[config.mk]
export PLATFORM = sky130hd
export DESIGN_NAME = glzw_ctrl
export DESIGN_NICKNAME = d
export VERILOG_FILES = /design/src/glzw_pkg.sv /design/src/glzw_ctrl.sv
export VERILOG_INCLUDE_DIRS = /design/src /design/src/src
export SDC_FILE = /design/constraint.sdc
export NUM_CORES = 1
export LEC_CHECK = 0
export ABC_CLOCK_PERIOD_IN_PS = 1600
export BUFFER_PORTS_ARGS = -buffer_cell sky130_fd_sc_hd__clkbuf_2
export CAP_MARGIN = 20
export CELL_PAD_IN_SITES_DETAIL_PLACEMENT = 1
export CELL_PAD_IN_SITES_GLOBAL_PLACEMENT = 1
export CORE_ASPECT_RATIO = 0.8
export CORE_MARGIN = 3
export CORE_UTILIZATION = 25
export DETAILED_ROUTE_END_ITERATION = 12
export HOLD_SLACK_MARGIN = 0.02
export PLACE_DENSITY_LB_ADDON = 0.1
export SLEW_MARGIN = 20
export SYNTH_ARGS = -nofsm -noshare
export SYNTH_HDL_FRONTEND = slang
export SYNTH_SLANG_ARGS = --single-unit
[constraint.sdc]
create_clock -name aclk -period 1.6 [get_ports aclk]
set_clock_uncertainty 0.1 [all_clocks]
set_input_delay 0.32 -clock aclk [delete_from_list [all_inputs] [get_ports aclk]]
set_output_delay 0.32 -clock aclk [all_outputs]
set_load 0.005 [all_outputs]
[src/gif_lzw_decoder_core_assert.svh]
// assertion macros shared by the gif lzw decoder modules
`ifndef GIF_LZW_DECODER_CORE_ASSERT_SVH
`define GIF_LZW_DECODER_CORE_ASSERT_SVH

// same-cycle implication, checked out of reset
`define GLZW_ASSERT_NOW(label, ante, cons, msg) \
    label: assert property (@(posedge aclk) disable iff (!aresetn) (ante) |-> (cons)) \
        else $error(msg);

// next-cycle implication, checked out of reset
`define GLZW_ASSERT_NEXT(label, ante, cons, msg) \
    label: assert property (@(posedge aclk) disable iff (!aresetn) (ante) |=> (cons)) \
        else $error(msg);

`endif

[src/glzw_pkg.sv]
// types, constants and codes for the gif lzw decoder
`default_nettype none
package glzw_pkg;

    localparam int MAX_CODE_BITS = 12;
    localparam int TABLE_DEPTH   = 4096;
    localparam int AW            = $clog2(TABLE_DEPTH);
    localparam int SLOT_W        = AW + 1;
    localparam int CODE_W        = MAX_CODE_BITS;
    localparam int PEND_DEPTH    = 64;
    localparam int PCNT_W        = $clog2(PEND_DEPTH) + 1;
    localparam int ACC_W         = 20;
    localparam int HELD_W        = 5;
    localparam logic [3:0] ROOT_RESET = 4'd8;
    localparam logic [3:0] ROOT_MIN   = 4'd2;
    localparam logic [3:0] ROOT_MAX   = 4'd9;

    typedef enum logic [1:0] {
        RES_PIXELS  = 2'd0,
        RES_END     = 2'd1,
        RES_INVALID = 2'd2,
        RES_TRUNC   = 2'd3
    } res_status_t;

    typedef struct packed {
        logic [7:0] data_byte;
        logic       first_byte;
        logic       final_byte;
    } in_item_t;

    typedef struct packed {
        logic [63:0] pixels_0;
        logic [63:0] pixels_1;
        logic [63:0] pixels_2;
        logic [63:0] pixels_3;
        logic [63:0] pixels_4;
        logic [63:0] pixels_5;
        logic [63:0] pixels_6;
        logic [63:0] pixels_7;
        logic [6:0]  pixel_count;
        logic [1:0]  status;
        logic        run_last;
    } out_item_t;

    typedef enum logic [4:0] {
        OP_NONE,
        OP_ACCEPT,
        OP_LENGTH,
        OP_SHIFTIN,
        OP_EXTRACT,
        OP_CLEAR,
        OP_END,
        OP_INVALID,
        OP_TRUNC,
        OP_FIRSTCODE,
        OP_PUT_CODE,
        OP_START,
        OP_WALK_RD,
        OP_WALK_PUSH,
        OP_ROOT_PUSH,
        OP_UPDATE,
        OP_POP_RD,
        OP_PUT_STACK,
        OP_EMIT_FULL,
        OP_EMIT_LAST
    } dp_op_t;

    typedef enum logic [3:0] {
        ST_IDLE,
        ST_CHECK,
        ST_EXTRACT,
        ST_DECODE,
        ST_PUTAC,
        ST_WALK,
        ST_WALK2,
        ST_UPDATE,
        ST_POP,
        ST_POP2,
        ST_TAIL,
        ST_FLUSH
    } ctrl_state_t;

    typedef struct packed {
        dp_op_t op;
    } dp_cmd_t;

    typedef struct packed {
        logic finished;
        logic left_zero;
        logic status_set;
        logic have_code;
        logic is_end;
        logic is_clear;
        logic after_clear;
        logic above_next;
        logic code_ge_base;
        logic sp_zero;
        logic pend_full;
        logic pend_some;
        logic out_free;
        logic last;
    } dp_stat_t;

endpackage
`default_nettype wire

[src/glzw_ctrl.sv]
// sequencer for byte intake, code decode, chain walk and result emission
`default_nettype none
`include "gif_lzw_decoder_core_assert.svh"
module glzw_ctrl (
    input  wire logic              aclk,
    input  wire logic              aresetn,
    input  wire logic              s_valid,
    output logic                   s_ready,
    input  wire glzw_pkg::dp_stat_t stat,
    output glzw_pkg::dp_cmd_t      cmd
);

    glzw_pkg::ctrl_state_t state_reg, state_next;
    glzw_pkg::ctrl_state_t ret_reg, ret_next;

    always_ff @(posedge aclk) begin
        if (!aresetn) begin
            state_reg <= glzw_pkg::ST_IDLE;
            ret_reg   <= glzw_pkg::ST_IDLE;
        end else begin
            state_reg <= state_next;
            ret_reg   <= ret_next;
        end
    end

    always_comb begin
        state_next = state_reg;
        ret_next   = ret_reg;
        cmd.op     = glzw_pkg::OP_NONE;
        s_ready    = 1'b0;
        case (state_reg)
            glzw_pkg::ST_IDLE: begin
                s_ready = 1'b1;
                if (s_valid) begin
                    cmd.op     = glzw_pkg::OP_ACCEPT;
                    state_next = glzw_pkg::ST_CHECK;
                end
            end
            glzw_pkg::ST_CHECK: begin
                if (stat.finished) begin
                    state_next = glzw_pkg::ST_IDLE;
                end else if (stat.left_zero) begin
                    cmd.op     = glzw_pkg::OP_LENGTH;
                    state_next = glzw_pkg::ST_TAIL;
                end else begin
                    cmd.op     = glzw_pkg::OP_SHIFTIN;
                    state_next = glzw_pkg::ST_EXTRACT;
                end
            end
            glzw_pkg::ST_EXTRACT: begin
                if (stat.have_code) begin
                    cmd.op     = glzw_pkg::OP_EXTRACT;
                    state_next = glzw_pkg::ST_DECODE;
                end else begin
                    state_next = glzw_pkg::ST_TAIL;
                end
            end
            glzw_pkg::ST_DECODE: begin
                if (stat.is_end) begin
                    cmd.op     = glzw_pkg::OP_END;
                    state_next = glzw_pkg::ST_TAIL;
                end else if (stat.is_clear) begin
                    cmd.op     = glzw_pkg::OP_CLEAR;
                    state_next = glzw_pkg::ST_EXTRACT;
                end else if (stat.after_clear) begin
                    cmd.op     = glzw_pkg::OP_FIRSTCODE;
                    state_next = glzw_pkg::ST_PUTAC;
                end else if (stat.above_next) begin
                    cmd.op     = glzw_pkg::OP_INVALID;
                    state_next = glzw_pkg::ST_TAIL;
                end else begin
                    cmd.op     = glzw_pkg::OP_START;
                    state_next = glzw_pkg::ST_WALK;
                end
            end
            glzw_pkg::ST_PUTAC: begin
                if (stat.pend_full) begin
                    ret_next   = glzw_pkg::ST_PUTAC;
                    state_next = glzw_pkg::ST_FLUSH;
                end else begin
                    cmd.op     = glzw_pkg::OP_PUT_CODE;
                    state_next = glzw_pkg::ST_EXTRACT;
                end
            end
            glzw_pkg::ST_WALK: begin
                if (stat.code_ge_base) begin
                    cmd.op     = glzw_pkg::OP_WALK_RD;
                    state_next = glzw_pkg::ST_WALK2;
                end else begin
                    cmd.op     = glzw_pkg::OP_ROOT_PUSH;
                    state_next = glzw_pkg::ST_UPDATE;
                end
            end
            glzw_pkg::ST_WALK2: begin
                cmd.op     = glzw_pkg::OP_WALK_PUSH;
                state_next = glzw_pkg::ST_WALK;
            end
            glzw_pkg::ST_UPDATE: begin
                cmd.op     = glzw_pkg::OP_UPDATE;
                state_next = glzw_pkg::ST_POP;
            end
            glzw_pkg::ST_POP: begin
                if (stat.sp_zero) begin
                    state_next = glzw_pkg::ST_EXTRACT;
                end else begin
                    cmd.op     = glzw_pkg::OP_POP_RD;
                    state_next = glzw_pkg::ST_POP2;
                end
            end
            glzw_pkg::ST_POP2: begin
                if (stat.pend_full) begin
                    ret_next   = glzw_pkg::ST_POP2;
                    state_next = glzw_pkg::ST_FLUSH;
                end else begin
                    cmd.op     = glzw_pkg::OP_PUT_STACK;
                    state_next = glzw_pkg::ST_POP;
                end
            end
            glzw_pkg::ST_TAIL: begin
                if (!stat.status_set && stat.last) begin
                    cmd.op = glzw_pkg::OP_TRUNC;
                end else if (stat.status_set && stat.pend_full) begin
                    // a full buffer goes out ahead of the status transaction
                    ret_next   = glzw_pkg::ST_TAIL;
                    state_next = glzw_pkg::ST_FLUSH;
                end else if (stat.status_set || stat.pend_some) begin
                    if (stat.out_free) begin
                        cmd.op     = glzw_pkg::OP_EMIT_LAST;
                        state_next = glzw_pkg::ST_IDLE;
                    end
                end else begin
                    state_next = glzw_pkg::ST_IDLE;
                end
            end
            glzw_pkg::ST_FLUSH: begin
                if (stat.out_free) begin
                    cmd.op     = glzw_pkg::OP_EMIT_FULL;
                    state_next = ret_reg;
                end
            end
            default: begin
                state_next = glzw_pkg::ST_IDLE;
            end
        endcase
    end

    `GLZW_ASSERT_NEXT(a_accept_to_check, (state_reg == glzw_pkg::ST_IDLE && s_valid),
        (state_reg == glzw_pkg::ST_CHECK), "accepted byte did not start processing")
    `GLZW_ASSERT_NEXT(a_flush_returns, (state_reg == glzw_pkg::ST_FLUSH && stat.out_free),
        (state_reg == $past(ret_reg)), "flush did not return to its caller")
    `GLZW_ASSERT_NOW(a_flush_caller, (state_reg == glzw_pkg::ST_FLUSH),
        (ret_reg == glzw_pkg::ST_PUTAC || ret_reg == glzw_pkg::ST_POP2
         || ret_reg == glzw_pkg::ST_TAIL), "flush with bad return state")

endmodule
`default_nettype wire

==> reports/results.ini <==
[run_status]
run_status=finished, violations left
violations=setup timing

[worst_setup_path]
path_delay_family=simple AND/OR/NAND/NOR gates
cp_slowest_cell=dfxtp_4
worstPathRequired_ps=1180
cp_max_fo=6
crit_buf_inv=2
start_kind=register
path_cells=buf_6 -> nand2b_4 -> a21oi_2 -> nor2_1 -> or3_1 -> clkbuf_2
r2r_slack_ps=-160
endpoint_kind=primary output
worst-setup-path-type=reg2out
critPathMaxStageDelay_ps=370
worstPathArrival_ps=1550

[power]
p_leak_nw=0.727
intPower_w=0.00140
pwr-share-clk_pct=10.6
seqPwrFrac_pct=14.3
ir_worst_vdd_mv=0.465
sw_frac_of_total_pct=41.9
p_comb_share_pct=75.1
switchingPower_w=0.00101
p_per_area_nw_per_um2=1500

[route]
drc=0
wirelength_mm=3.90
vias=1217
ant_nets=0
drt_iter0_drc=78
wl_per_cell_um=17.2
viasPerCell=5.36
drt_first_pass_iters=4

[sta]
rsz0062_at_grt=true
fin_crit_ps=1970
relSlewSlack_pct=74.0
setup_ws_ps=-367
max_freq_mhz=508
setup_viol=13
tightest_slew_ps=383
drv_slew=0
hold_violations=0
min_period_over_period_pct=123

[cells_and_area]
nets=204
fin_cells=227
postLayoutCoreUtil_pct=45.8
fillCellCount=438
diodes=0
areaGrowthSynthToFinish_pct=72.2
drive_gt1_share_pct=54.1

[logic_synthesis]
ys_seq_area_share_pct=17.3
synth_top_area_share_pct=17.3
synthesis.nets=143
synth.distinct_cells=48
synthTopCellsByArea=dfxtp_1 (17%), nand2b_1 (6.1%), nor2b_1 (5.4%)
syn_area_um2=928
syn_inst=126
yosysWarnings=0
ys_ff_latch=8
avgSynthCellArea_um2=7.37
yosysTopAreaCell=dfxtp_1
synth_ff_type=dfxtp_1
synth-edff-count=0
synth-async-reset-ratio_pct=0

[global_routing]
gr-max-usage-layer=met2
met3_usage_pct=3.81
met1_usage_pct=24.8
grt_usage_pct=18.5
antenna_found_initial=0
grt_max_degree=17
use_met2_pct=31.3
grt_pass1_vias=1326
gr-total-overflow=0
grt_pass1_wl_mm=6.42

[run]
cap_violations=0

[placed_design]
post-dp-hpwl_mm=2.93
numPortBuffers=22
place_congestion=0.854
dp.cells=216

[clocking]
cts_hold_buf=0
clock_latency_ps=240
cts.path.max_buffers=2
clk_pin_slew_ps=50
clock-sinks=8
h-tree-depth=1
cts_buffers=3
cts_tree=built
root_buffer=clkbuf_8

[floorplanning]
core_area_um2=3490
die_w_um=74.1
boundaryPins=23
row_count=19
die-area_um2=4490
initial_utilization_pct=26.6
die_h_um=60.5

[min_path]
hp-class=in2reg

cell type report:
cell class                      count  area (µm²)  area share (%)
Multi-Input combinational cell    102         831            52.0
Timing Repair Buffer               68         487            30.4
Sequential cell                     8         170            10.6
Tap cell                           42        52.6            3.29
Clock buffer                        3        41.3            2.58
Inverter                            4        17.5            1.10
tightest hold or removal path: cells and delay by family:
kind	cells	cell delay (ps)
buf+inv	1	180
simple gates	1	110
compound gates	1	40
worst paths after layout:
path	cells after the start	start	to
setup / recovery	6	state_reg[1]	cmd[1]
hold reg to reg	2	ret_reg[3]	ret_reg[3]
setup reg to reg	6	state_reg[1]	state_reg[0]
hold / removal	3	aresetn	state_reg[1]
cell families (layout without fill, tap and decap cells):
family / count (synthesis) / after routing / synth area share (%)
compound gates: 38 / 38 / 31.8
simple gates: 62 / 62 / 40.0
buf+inv: 16 / 75 / 8.76
mux: 2 / 2 / 2.16
flops: 8 / 8 / 17.3
power groups by stage:
stage	combinational (W)	clock, W	sequential (W)
final	0.00181	0.000254	0.000344
after detailed placement	0.00140	0	0.000320
after floorplan	0.000821	0	0.000285
after CTS	0.00172	0.000249	0.000338
after global routing	0.00196	0.000263	0.000355
after global placement	0.00138	0	0.000317
repair_timing:
item / CTS / global route
endpoints found under the setup margin: 14 / 14
pin swaps: 13 / 3
buffers inserted: 7 / 1
resized for setup: 38 / 8
placed cells by master (no fill, tap or decap), types with 2 or more instances in the layout:
cell type / instances
nor2_1: 6
o211a_1: 2
o2111a_1: 2
dfxtp_4: 2
inv_1: 3
o21ai_0: 3
a21oi_1: 4
nand2b_1: 6
and3_1: 2
nand4bb_1: 2
a21o_1: 2
a31oi_1: 3
nor2b_1: 6
mux2i_1: 2
dfxtp_2: 2
buf_6: 5
nand2_1: 10
buf_4: 40
a311oi_2: 2
nand2b_4: 3
or3_1: 2
clkbuf_8: 3
dfxtp_1: 4
o2bb2ai_1: 2
clkbuf_2: 21
nand4_1: 2
nor3_1: 3
nand3b_1: 3
a2111oi_2: 2
per-stage QoR:
| stage | setup TNS [ps] | setup slack [ps] | area [µm²] | hold WS, ps | power (W) |
|---|---|---|---|---|---|
| 2_1_floorplan | 0 | 6.26 | 950 | 330 | 0.00111 |
| 3_3_place_gp | -1900 | -292 | 1320 | 341 | 0.00169 |
| 3_5_place_dp | -2110 | -270 | 1320 | 372 | 0.00172 |
| 4_1_cts | -1870 | -354 | 1550 | 340 | 0.00231 |
| 5_1_grt | -2750 | -396 | 1600 | 373 | 0.00258 |
| 6_report | -1790 | -367 | 1600 | 351 | 0.00241 |
synth_stat cells, types with 2 or more instances:
cell type,n
nand2_1,11
a21o_1,2
nor3_1,4
nor2_1,7
a2111oi_0,2
buf_1,2
nand2b_1,9
nand3b_1,3
nor2b_1,8
a21oi_1,5
nand4_1,2
a31oi_1,3
o21ai_0,5
a311oi_1,2
and3_1,3
nand3_1,2
o2bb2ai_1,2
o2111a_1,2
o211a_1,2
or3_1,2
dfxtp_1,8
buf_2,8
and3b_1,2
mux2i_1,2
nand4bb_1,2
inv_1,4
metal layers:
layer	up-vias	share of wire, %
li1	595	-
met1	592	47
met2	26	48
met3	4	4.0
met4	0	0.67
met5	-	0
(Power assumes the default switching activity.)
